`src/design/pidc_pkg.sv`:
```
// Package for the clamped PID controller: widths, register map, state
// and operation codes, and the integral saturation helper.
// No dependencies.
package pidc_pkg;

  // Field and datapath widths
  localparam int DATA_W     = 16;   // Q8.8 error, gains, limits, output
  localparam int ACC_W      = 32;   // Q16.16 integral
  localparam int PROD_W     = 48;   // 16 x 32 signed product
  localparam int DIG_W      = 2;    // multiplier digit, bits per cycle
  localparam int MUL_STEPS  = DATA_W / DIG_W;
  localparam int MUL_CNT_W  = $clog2(MUL_STEPS);
  localparam int FRAC_DT    = 12;   // fraction bits of the time step
  localparam int NUM_W      = DATA_W + FRAC_DT;   // dividend magnitude
  localparam int DIV_CNT_W  = $clog2(NUM_W);
  localparam int DERIV_W    = NUM_W + 1;          // signed quotient
  localparam int ADDR_W     = 5;
  localparam int PDATA_W    = 32;

  // APB register map, word index
  typedef enum logic [2:0] {
    REG_GAIN_PROP  = 3'd0,
    REG_GAIN_INTEG = 3'd1,
    REG_GAIN_DERIV = 3'd2,
    REG_OUT_MAX    = 3'd3,
    REG_OUT_MIN    = 3'd4
  } reg_idx_t;

  // Sequencer states
  typedef enum logic [3:0] {
    S_IDLE  = 4'b0001,
    S_MUL   = 4'b0010,
    S_WDIV  = 4'b0100,
    S_CLAMP = 4'b1000
  } state_t;

  // Product being formed on the shared multiplier
  typedef enum logic [1:0] {
    OP_EDT = 2'd0,   // e * dt, integral step
    OP_KP  = 2'd1,   // kp * e
    OP_KI  = 2'd2,   // ki * integral
    OP_KD  = 2'd3    // kd * derivative
  } op_t;

  // Saturate a 34-bit sum to the signed 32-bit integral range
  function automatic logic signed [ACC_W-1:0] sat_acc(input logic signed [ACC_W+1:0] v);
    logic signed [ACC_W+1:0] hi;
    logic signed [ACC_W+1:0] lo;
    hi = {3'b000, {(ACC_W-1){1'b1}}};
    lo = {3'b111, {(ACC_W-1){1'b0}}};
    if (v > hi) begin
      sat_acc = {1'b0, {(ACC_W-1){1'b1}}};
    end else if (v < lo) begin
      sat_acc = {1'b1, {(ACC_W-1){1'b0}}};
    end else begin
      sat_acc = v[ACC_W-1:0];
    end
  endfunction

endpackage

```
`src/design/pidc_if.sv`:
```
// Stream interfaces for the clamped PID controller: sample beats in,
// control beats out. Depends on pidc_pkg for field widths.
interface pidc_sample_if;
  logic                                valid;
  logic                                ready;
  logic signed [pidc_pkg::DATA_W-1:0]  err_sample;
  logic        [pidc_pkg::DATA_W-1:0]  step_time;

  modport source (output valid, err_sample, step_time, input ready);
  modport sink   (input valid, err_sample, step_time, output ready);
endinterface

interface pidc_control_if;
  logic                                valid;
  logic                                ready;
  logic signed [pidc_pkg::DATA_W-1:0]  drive_out;
  logic                                clipped;

  modport source (output valid, drive_out, clipped, input ready);
  modport sink   (input valid, drive_out, clipped, output ready);
endinterface

```
`src/design/pidc_mul.sv`:
```
// Radix-4 serial multiplier: signed 16-bit multiplier times signed 32-bit
// multiplicand, two multiplier bits per cycle. Depends on pidc_pkg.
module pidc_mul (
  input  logic                                clk,
  input  logic                                rst,
  input  logic                                start,
  input  logic signed [pidc_pkg::DATA_W-1:0]  mplier,
  input  logic signed [pidc_pkg::ACC_W-1:0]   mcand,
  output logic signed [pidc_pkg::PROD_W-1:0]  prod,
  output logic                                done
);

  logic signed [pidc_pkg::PROD_W-1:0]  m1;
  logic signed [pidc_pkg::PROD_W-1:0]  m3;
  logic        [pidc_pkg::DATA_W-1:0]  mr;
  logic        [pidc_pkg::MUL_CNT_W-1:0] cnt;
  logic                                busy;
  logic                                last;
  logic                                sub;
  logic signed [pidc_pkg::PROD_W-1:0]  term;
  logic signed [pidc_pkg::PROD_W-1:0]  ext;
  logic signed [pidc_pkg::PROD_W-1:0]  prod_next;

  assign ext  = pidc_pkg::PROD_W'(mcand);
  assign last = (cnt == pidc_pkg::MUL_CNT_W'(pidc_pkg::MUL_STEPS - 1));

  // Digit select; the top digit carries the sign weight (-2, -1, 0, +1)
  always_comb begin
    term = '0;
    sub  = 1'b0;
    case (mr[pidc_pkg::DIG_W-1:0])
      2'd1: term = m1;
      2'd2: begin
        term = m1 <<< 1;
        sub  = last;
      end
      2'd3: begin
        term = last ? m1 : m3;
        sub  = last;
      end
      default: term = '0;
    endcase
    prod_next = sub ? (prod - term) : (prod + term);
  end

  // Control
  always_ff @(posedge clk) begin
    if (rst) begin
      busy <= 1'b0;
      done <= 1'b0;
    end else begin
      done <= busy && last;
      if (start) begin
        busy <= 1'b1;
      end else if (busy && last) begin
        busy <= 1'b0;
      end
    end
  end

  // Datapath: multiplicands shift up a digit, multiplier shifts down
  always_ff @(posedge clk) begin
    if (start) begin
      m1   <= ext;
      m3   <= ext + (ext <<< 1);
      mr   <= mplier;
      prod <= '0;
      cnt  <= '0;
    end else if (busy) begin
      prod <= prod_next;
      m1   <= m1 <<< pidc_pkg::DIG_W;
      m3   <= m3 <<< pidc_pkg::DIG_W;
      mr   <= mr >> pidc_pkg::DIG_W;
      cnt  <= cnt + 1'b1;
    end
  end

endmodule

```
`src/design/pidc_div.sv`:
```
// Restoring bit-serial divider: unsigned 28-bit dividend by 16-bit
// divisor, one quotient bit per cycle. Depends on pidc_pkg.
module pidc_div (
  input  logic                               clk,
  input  logic                               rst,
  input  logic                               start,
  input  logic [pidc_pkg::NUM_W-1:0]         num,
  input  logic [pidc_pkg::DATA_W-1:0]        den,
  output logic [pidc_pkg::NUM_W-1:0]         quo,
  output logic                               busy
);

  logic [pidc_pkg::DATA_W-1:0]    rem;
  logic [pidc_pkg::DATA_W-1:0]    den_r;
  logic [pidc_pkg::DIV_CNT_W-1:0] cnt;
  logic [pidc_pkg::DATA_W:0]      trial;
  logic [pidc_pkg::DATA_W+1:0]    diff;
  logic                           ge;
  logic                           last;

  // One restoring step: bring down the next dividend bit, try the divisor
  always_comb begin
    trial = {rem, quo[pidc_pkg::NUM_W-1]};
    diff  = {1'b0, trial} - {2'b00, den_r};
    ge    = ~diff[pidc_pkg::DATA_W+1];
    last  = (cnt == pidc_pkg::DIV_CNT_W'(pidc_pkg::NUM_W - 1));
  end

  // Control
  always_ff @(posedge clk) begin
    if (rst) begin
      busy <= 1'b0;
    end else if (start) begin
      busy <= 1'b1;
    end else if (busy && last) begin
      busy <= 1'b0;
    end
  end

  // Dividend shifts out the top while quotient bits shift in below
  always_ff @(posedge clk) begin
    if (start) begin
      quo   <= num;
      den_r <= den;
      rem   <= '0;
      cnt   <= '0;
    end else if (busy) begin
      rem <= ge ? diff[pidc_pkg::DATA_W-1:0] : trial[pidc_pkg::DATA_W-1:0];
      quo <= {quo[pidc_pkg::NUM_W-2:0], ge};
      cnt <= cnt + 1'b1;
    end
  end

endmodule

```
`src/design/pid_controller_clamped_core.sv`:
```
// PID controller with saturating integral and clamped output. One sample
// beat (error, time step) yields one control beat. The next sample can be
// accepted in the cycle after the result is registered; no new sample is
// taken while one is being worked on. After the sample accept, the shared
// radix-4 multiplier forms four products (e*dt, kp*e, ki*I, kd*D) in turn,
// and the clamp follows. The derivative divider runs alongside and is
// finished before the kd product needs it. A zero time step gives a zero
// derivative and leaves the integral unchanged. The output register lets a
// finished control beat wait for the sink while the next sample is worked
// on. Registers are written over APB at byte offsets 0,4,8,12,16.
module pid_controller_clamped_core (
  input  logic                               clk,
  input  logic                               rst,
  pidc_sample_if.sink                        sample,
  pidc_control_if.source                     control,
  input  logic                               psel,
  input  logic                               penable,
  input  logic                               pwrite,
  input  logic [pidc_pkg::ADDR_W-1:0]        paddr,
  input  logic [pidc_pkg::PDATA_W-1:0]       pwdata,
  output logic [pidc_pkg::PDATA_W-1:0]       prdata,
  output logic                               pready
);

  localparam int DW = pidc_pkg::DATA_W;
  localparam int AW = pidc_pkg::ACC_W;
  localparam int PW = pidc_pkg::PROD_W;

  // Configuration
  logic signed [DW-1:0] gain_prop;
  logic signed [DW-1:0] gain_integ;
  logic signed [DW-1:0] gain_deriv;
  logic signed [DW-1:0] out_max;
  logic signed [DW-1:0] out_min;

  // Controller state and per-item working registers
  logic signed [DW-1:0] prev_err;
  logic signed [AW-1:0] integ_acc;
  logic signed [DW-1:0] e_r;
  logic        [DW-1:0] dt_r;
  logic                 dneg;
  logic signed [PW-1:0] sum;
  pidc_pkg::state_t     state;
  pidc_pkg::op_t        op;
  logic                 mul_start;

  // Output register
  logic                 out_valid;
  logic signed [DW-1:0] drive_r;
  logic                 clip_r;

  // Unit connections
  logic signed [DW-1:0]             mplier;
  logic signed [AW-1:0]             mcand;
  logic signed [PW-1:0]             prod;
  logic                             mul_done;
  logic [pidc_pkg::NUM_W-1:0]       quo;
  logic                             div_busy;
  logic signed [DW:0]               diff;
  logic [DW-1:0]                    diff_mag;
  logic [pidc_pkg::NUM_W-1:0]       div_num;
  logic signed [pidc_pkg::DERIV_W-1:0] deriv;

  logic                 in_fire;
  logic                 out_fire;
  logic                 cfg_wr;
  logic                 out_free;
  logic signed [PW-1:0] ishift;
  logic signed [AW+1:0] isum;
  logic signed [PW-1:0] ctl;
  logic signed [PW-1:0] max_ext;
  logic signed [PW-1:0] min_ext;

  assign in_fire  = sample.valid && sample.ready;
  assign out_fire = control.valid && control.ready;
  assign out_free = !out_valid || control.ready;
  assign cfg_wr   = psel && penable && pwrite && pready;
  assign pready   = 1'b1;

  assign sample.ready      = (state == pidc_pkg::S_IDLE);
  assign control.valid     = out_valid;
  assign control.drive_out = drive_r;
  assign control.clipped   = clip_r;

  // APB write
  always_ff @(posedge clk) begin
    if (rst) begin
      gain_prop  <= '0;
      gain_integ <= '0;
      gain_deriv <= '0;
      out_max    <= {1'b0, {(DW-1){1'b1}}};
      out_min    <= {1'b1, {(DW-1){1'b0}}};
    end else if (cfg_wr) begin
      unique case (pidc_pkg::reg_idx_t'(paddr[pidc_pkg::ADDR_W-1:2]))
        pidc_pkg::REG_GAIN_PROP:  gain_prop  <= pwdata[DW-1:0];
        pidc_pkg::REG_GAIN_INTEG: gain_integ <= pwdata[DW-1:0];
        pidc_pkg::REG_GAIN_DERIV: gain_deriv <= pwdata[DW-1:0];
        pidc_pkg::REG_OUT_MAX:    out_max    <= pwdata[DW-1:0];
        pidc_pkg::REG_OUT_MIN:    out_min    <= pwdata[DW-1:0];
        default: ;
      endcase
    end
  end

  // APB read, sign-extended
  always_comb begin
    unique case (pidc_pkg::reg_idx_t'(paddr[pidc_pkg::ADDR_W-1:2]))
      pidc_pkg::REG_GAIN_PROP:  prdata = pidc_pkg::PDATA_W'(gain_prop);
      pidc_pkg::REG_GAIN_INTEG: prdata = pidc_pkg::PDATA_W'(gain_integ);
      pidc_pkg::REG_GAIN_DERIV: prdata = pidc_pkg::PDATA_W'(gain_deriv);
      pidc_pkg::REG_OUT_MAX:    prdata = pidc_pkg::PDATA_W'(out_max);
      pidc_pkg::REG_OUT_MIN:    prdata = pidc_pkg::PDATA_W'(out_min);
      default:                  prdata = '0;
    endcase
  end

  // Derivative dividend: |e - prev_err| scaled by 2^12, sign kept aside
  always_comb begin
    diff     = (DW+1)'(sample.err_sample) - (DW+1)'(prev_err);
    diff_mag = diff[DW] ? DW'(-diff) : DW'(diff);
    div_num  = {diff_mag, {pidc_pkg::FRAC_DT{1'b0}}};
  end

  pidc_div u_div (
    .clk   (clk),
    .rst   (rst),
    .start (in_fire),
    .num   (div_num),
    .den   (sample.step_time),
    .quo   (quo),
    .busy  (div_busy)
  );

  // Signed quotient, truncated toward zero; zero step means no derivative
  always_comb begin
    if (dt_r == '0) begin
      deriv = '0;
    end else if (dneg) begin
      deriv = -$signed({1'b0, quo});
    end else begin
      deriv = $signed({1'b0, quo});
    end
  end

  // Operand select for the shared multiplier
  always_comb begin
    case (op)
      pidc_pkg::OP_EDT: begin
        mplier = e_r;
        mcand  = $signed(AW'(dt_r));
      end
      pidc_pkg::OP_KP: begin
        mplier = gain_prop;
        mcand  = AW'(e_r);
      end
      pidc_pkg::OP_KI: begin
        mplier = gain_integ;
        mcand  = integ_acc;
      end
      default: begin
        mplier = gain_deriv;
        mcand  = AW'(deriv);
      end
    endcase
  end

  pidc_mul u_mul (
    .clk    (clk),
    .rst    (rst),
    .start  (mul_start),
    .mplier (mplier),
    .mcand  (mcand),
    .prod   (prod),
    .done   (mul_done)
  );

  // Integral step (floor >> 4) and output scaling (floor >> 8)
  always_comb begin
    ishift  = prod >>> 4;
    isum    = (AW+2)'(integ_acc) + $signed(ishift[AW+1:0]);
    ctl     = sum >>> 8;
    max_ext = PW'(out_max);
    min_ext = PW'(out_min);
  end

  // Sequencer
  always_ff @(posedge clk) begin
    if (rst) begin
      state     <= pidc_pkg::S_IDLE;
      op        <= pidc_pkg::OP_EDT;
      mul_start <= 1'b0;
      out_valid <= 1'b0;
      prev_err  <= '0;
      integ_acc <= '0;
    end else begin
      mul_start <= 1'b0;
      if (out_fire) begin
        out_valid <= 1'b0;
      end
      unique case (state)
        pidc_pkg::S_IDLE: begin
          if (in_fire) begin
            prev_err  <= sample.err_sample;
            op        <= pidc_pkg::OP_EDT;
            mul_start <= 1'b1;
            state     <= pidc_pkg::S_MUL;
          end
        end
        pidc_pkg::S_MUL: begin
          if (mul_done) begin
            case (op)
              pidc_pkg::OP_EDT: begin
                integ_acc <= pidc_pkg::sat_acc(isum);
                op        <= pidc_pkg::OP_KP;
                mul_start <= 1'b1;
              end
              pidc_pkg::OP_KP: begin
                op        <= pidc_pkg::OP_KI;
                mul_start <= 1'b1;
              end
              pidc_pkg::OP_KI: begin
                op <= pidc_pkg::OP_KD;
                if (div_busy) begin
                  state <= pidc_pkg::S_WDIV;
                end else begin
                  mul_start <= 1'b1;
                end
              end
              default: state <= pidc_pkg::S_CLAMP;
            endcase
          end
        end
        pidc_pkg::S_WDIV: begin
          if (!div_busy) begin
            mul_start <= 1'b1;
            state     <= pidc_pkg::S_MUL;
          end
        end
        pidc_pkg::S_CLAMP: begin
          if (out_free) begin
            out_valid <= 1'b1;
            state     <= pidc_pkg::S_IDLE;
          end
        end
        default: state <= pidc_pkg::S_IDLE;
      endcase
    end
  end

  // Per-item payload: captured sample, running sum, result
  always_ff @(posedge clk) begin
    if (in_fire) begin
      e_r  <= sample.err_sample;
      dt_r <= sample.step_time;
      dneg <= diff[DW];
    end
    if (state == pidc_pkg::S_MUL && mul_done) begin
      case (op)
        pidc_pkg::OP_KP: sum <= prod;
        pidc_pkg::OP_KI: sum <= sum + (prod >>> 8);
        pidc_pkg::OP_KD: sum <= sum + prod;
        default: ;
      endcase
    end
    if (state == pidc_pkg::S_CLAMP && out_free) begin
      if (ctl > max_ext) begin
        drive_r <= out_max;
        clip_r  <= 1'b1;
      end else if (ctl < min_ext) begin
        drive_r <= out_min;
        clip_r  <= 1'b1;
      end else begin
        drive_r <= ctl[DW-1:0];
        clip_r  <= 1'b0;
      end
    end
  end

endmodule

```
`src/flat_wrapper.sv`:
```
// flat-port wrapper written by rule: the top's interface ports become plain ports
module pid_controller_clamped_core_flat 
  (clk, rst, psel, penable, pwrite, paddr, pwdata, prdata, pready, sample_valid, sample_err_sample, sample_step_time, sample_ready, control_valid, control_drive_out, control_clipped, control_ready);
  pidc_sample_if sample_i ();
  pidc_control_if control_i ();
  input  logic clk;
  input  logic rst;
  input  logic psel;
  input  logic penable;
  input  logic pwrite;
  input  logic [pidc_pkg::ADDR_W-1:0] paddr;
  input  logic [pidc_pkg::PDATA_W-1:0] pwdata;
  output logic [pidc_pkg::PDATA_W-1:0] prdata;
  output logic pready;
  input wire logic [$bits(sample_i.valid)-1:0] sample_valid;
  input wire logic [$bits(sample_i.err_sample)-1:0] sample_err_sample;
  input wire logic [$bits(sample_i.step_time)-1:0] sample_step_time;
  output wire logic [$bits(sample_i.ready)-1:0] sample_ready;
  output wire logic [$bits(control_i.valid)-1:0] control_valid;
  output wire logic [$bits(control_i.drive_out)-1:0] control_drive_out;
  output wire logic [$bits(control_i.clipped)-1:0] control_clipped;
  input wire logic [$bits(control_i.ready)-1:0] control_ready;
  assign sample_i.valid = sample_valid;
  assign sample_i.err_sample = sample_err_sample;
  assign sample_i.step_time = sample_step_time;
  assign sample_ready = sample_i.ready;
  assign control_valid = control_i.valid;
  assign control_drive_out = control_i.drive_out;
  assign control_clipped = control_i.clipped;
  assign control_i.ready = control_ready;
  pid_controller_clamped_core u_core (.clk(clk), .rst(rst), .sample(sample_i), .control(control_i), .psel(psel), .penable(penable), .pwrite(pwrite), .paddr(paddr), .pwdata(pwdata), .prdata(prdata), .pready(pready));
endmodule
```
`config.mk`:
```
export PLATFORM = sky130hd
export DESIGN_NAME = pid_controller_clamped_core_flat
export DESIGN_NICKNAME = d
export VERILOG_FILES = /design/src/design/pidc_pkg.sv /design/src/design/pidc_if.sv /design/src/design/pidc_mul.sv /design/src/design/pidc_div.sv /design/src/design/pid_controller_clamped_core.sv /design/src/flat_wrapper.sv
export SDC_FILE = /design/constraint.sdc
export NUM_CORES = 2
export LEC_CHECK = 0
export BUFFER_PORTS_ARGS = -buffer_cell sky130_fd_sc_hd__buf_2
export CAP_MARGIN = 40
export CORE_ASPECT_RATIO = 1.25
export CORE_MARGIN = 5
export CORE_UTILIZATION = 60
export CTS_CLUSTER_DIAMETER = 120
export DETAILED_ROUTE_END_ITERATION = 8
export PLACE_DENSITY_LB_ADDON = 0.15
export SLEW_MARGIN = 30
export SYNTH_ARGS = -nofsm -noshare
export SYNTH_HDL_FRONTEND = slang
export SYNTH_HIERARCHICAL = 1
export SYNTH_SLANG_ARGS = --single-unit
```
`constraint.sdc`:
```
create_clock -name clk -period 10.9 [get_ports clk]
set_clock_uncertainty 0.05 [all_clocks]
set_input_delay 0.545 -clock clk [delete_from_list [all_inputs] [get_ports clk]]
set_output_delay 0.545 -clock clk [all_outputs]
set_load 0.01 [all_outputs]
```
==> impl_results.md <==
* Worst path bufs/invs at 1
* Slew headroom at 39.78%
* Critical path's slowest cell: a2111oi_0
* DRC at 0
* Clock transition at path regs at 70 ps
* Final wirelength at 95,620 µm
* CP Capture Type: flip-flop
* Die area at 62,410 µm²
* Mapped Area at 34,490 µm²
* Arrival @ worst endpoint at 7290 ps
* CTS Buf Count at 50
* CP top delay family: compound AO/OA/AOI/OAI gates
* GR Util All Layers at 29.34%
* Number of routed nets with antenna violations at 0
* Via count at 29,600
* RePlAce Congestion at 0.9416
* Max_cap viols at 0
* Largest net degree at the start of global routing at 145
* Sequential share of the synthesized area at 34.28%
* Worst-Skew Late Latency at 640 ps
* Detailed Route Iter0 Violations at 2,784
* Commonest non-fill, non-tap cells in the layout: nand2_1, a21oi_1, ha_1
* EDFF count, synth at 253
* Area contributors post-synth: edfxtp_1, dfxtp_1, ha_1
* Worst setup SP type: flip-flop
* Number of global-route vias before repair at 27,670
* Synth cell types at 103
* HP Class: in2reg
* Min Tclk post-route at 6847 ps
* Final Power at 9.683 mW
* Largest area contributor in the netlist: edfxtp_1
* Pwr/cell area at 259.9 nW/µm²
* Most used DFF post-synth: edfxtp_1
* Post-layout net count at 4,240
* # setup viols final at 0
* Core ar. at 57,140 µm²
* Final Hold Fails at 0
* Fraction of layout cells with a size suffix above 1 at 10.64%
* Area Growth Syn to Fin at 8.021%
* Starting Density at 60.36%
* Initial antenna violation count at 2
* Yosys reg bits at 464
* Req. time, crit path at 11,350 ps
* DR pass1 iterations at 8
* Rows at 98
* Sum Neg Setup Slack at 0 ps
* Post-CTS setup buffers at 0
* Pins Over Slew Limit at 0
* Fin util at 65.20%
* Clock buffer depth at 3
* Post-synth top area share at 22.03%
* Clock root buffer: clkbuf_16
* Cts hold-fix bufs at 0
* Final HPWL DP at 70,780 µm
* Final Cycle Share at 62.82%
* Static Leakage at 15.43 nW
* CP Class: reg2reg
* Most used cell, CP: ha_1
* I/O Pins at 128
* Leading cell type in the layout, fill and taps excluded: nand2_1
* Crit-path max FO at 30
* Synth async-reset ratio at 0%
* Die width at 224.4 µm
* Mapped Cells at 3,878
* Status: complete, no violations
* First-pass GRT wire length at 150,700 µm
* Buffers added on ports at 108
* Remaining Overflow, GRT at 0
* Vias per inst at 6.339
* Actual slew at the worst max-slew pin at 895.1 ps
* Maximum vdd drop at 0.1683 mV
* Unrepaired setup endpoints after global routing: no
* CTS Sinks at 464
* Post-CTS resize count at 0
* DIE HEIGHT at 278.1 µm
* H-tree depth at 2
* Crit-path max cell delay at 700 ps
* Synthesized area per cell at 8.893 µm²
* Detailed-route wire length per cell at 20.47 µm
* Fmax at 146.0 MHz
* Synthesis Warnings at 6
* CTS tree: built
* Fill cells at 4,900
-- synthesized netlist by cell type, types with 42 or more instances --
library cell,count
xor2_1,114
nand2_1,413
o21ai_0,239
edfxtp_1,253
mux2i_1,97
nor2_1,216
nand3_1,62
o21ai_1,58
inv_1,202
nand4_1,42
ha_1,280
a21oi_1,351
clkbuf_1,156
mux2_2,125
a21o_1,113
dfxtp_1,211
xnor2_1,123
-- worst reg2reg max path, cell delays in order (launching register included) --
cell	delay (ps)
dfxtp_1	330
ha_1	210
ha_1	270
nand2b_4	220
and2_1	190
buf_4	230
a21boi_1	320
nand3_1	240
nor4_4	430
nand2b_1	180
or3_1	370
nor3_2	260
nor2_1	120
a21oi_1	210
xor2_1	130
ha_1	240
a21o_1	190
a311oi_1	250
nor2_1	80
nor3_1	180
o21bai_1	130
a2111oi_0	710
o21ai_1	250
and3_1	300
a311oi_1	380
xnor2_1	100
a22o_1	190
-- sequential cells by signal (all words and copies together) (netlist names), 28 cells and up --
| name | flops |
|---|---|
| u_core/u_mul/prod | 48 |
| u_core/integ_acc | 32 |
| u_core/u_div/quo | 28 |
| u_core/sum | 48 |
| u_core/u_mul/m1 | 47 |
| u_core/u_mul/m3 | 48 |
-- metrics by stage --
step / hold WS [ps] / worst slack [ps] / cells / area, µm²
final: 42.29 / 4053 / 4670 / 37250
after global routing: 34.31 / 3774 / 4670 / 37250
after CTS: 23.90 / 4205 / 4665 / 37200
after detailed placement: 396.8 / 4242 / 4572 / 35520
after global placement: 393.1 / 4301 / 4566 / 35450
after floorplan: 386.3 / 5399 / 3889 / 34530
-- final timing paths --
kind	start	end	slack, ps	cells past startpoint
max	u_core/u_mul/cnt[0]$_SDFFE_PP0P_	u_core/u_mul/prod[41]$_SDFFE_PP0P_	4050	26
min	sample_step_time[2]	u_core/u_div/den_r[2]$_DFFE_PP_	40	1
max reg2reg	u_core/u_mul/cnt[0]$_SDFFE_PP0P_	u_core/u_mul/prod[41]$_SDFFE_PP0P_	4050	26
min reg2reg	u_core/prev_err[15]$_SDFFE_PP0P_	u_core/prev_err[15]$_SDFFE_PP0P_	410	2
-- power by group --
part | leakage, nW | total [mW] | switching, mW | internal [mW]
Clock | 0.805 | 1.73 | 0.738 | 0.996
Combinational | 10.5 | 4.97 | 2.97 | 2.01
Sequential | 4.11 | 2.98 | 0.465 | 2.51
-- area by class of cell --
cell class / instances / area (µm²) / share of cell area, %
repair buffers: 152 / 930.9 / 2.499
diodes: 1 / 2.502 / 0.006717
clock inverters: 22 / 245.2 / 0.6583
flip-flops and latches: 464 / 11830 / 31.74
well taps: 750 / 938.4 / 2.519
inverters: 206 / 778.2 / 2.089
clock buffers: 71 / 1436 / 3.856
multi-input cells: 3004 / 21100 / 56.63
-- per-layer routing --
layer	wire, µm	vias up	global-route usage [%]
met5	9	-	0
met2	44960	940	48.60
met4	3853	2	11.23
li1	-	14360	-
met1	41090	14110	39.56
met3	5715	187	3.355
-- cells by family after synthesis --
kind of cell,after synthesis,share of synthesized area (%)
AOI/OAI and AO/OA,1223,23.06
and+or+nand+nor,1021,14.16
DFF,464,34.28
buffers and inverters,421,4.930
adders and majority gates,286,10.51
xor gates and xnor gates,238,6.084
muxes,223,6.962
other,2,0.02178
No activity file was read; power rests on OpenSTA's default activity.
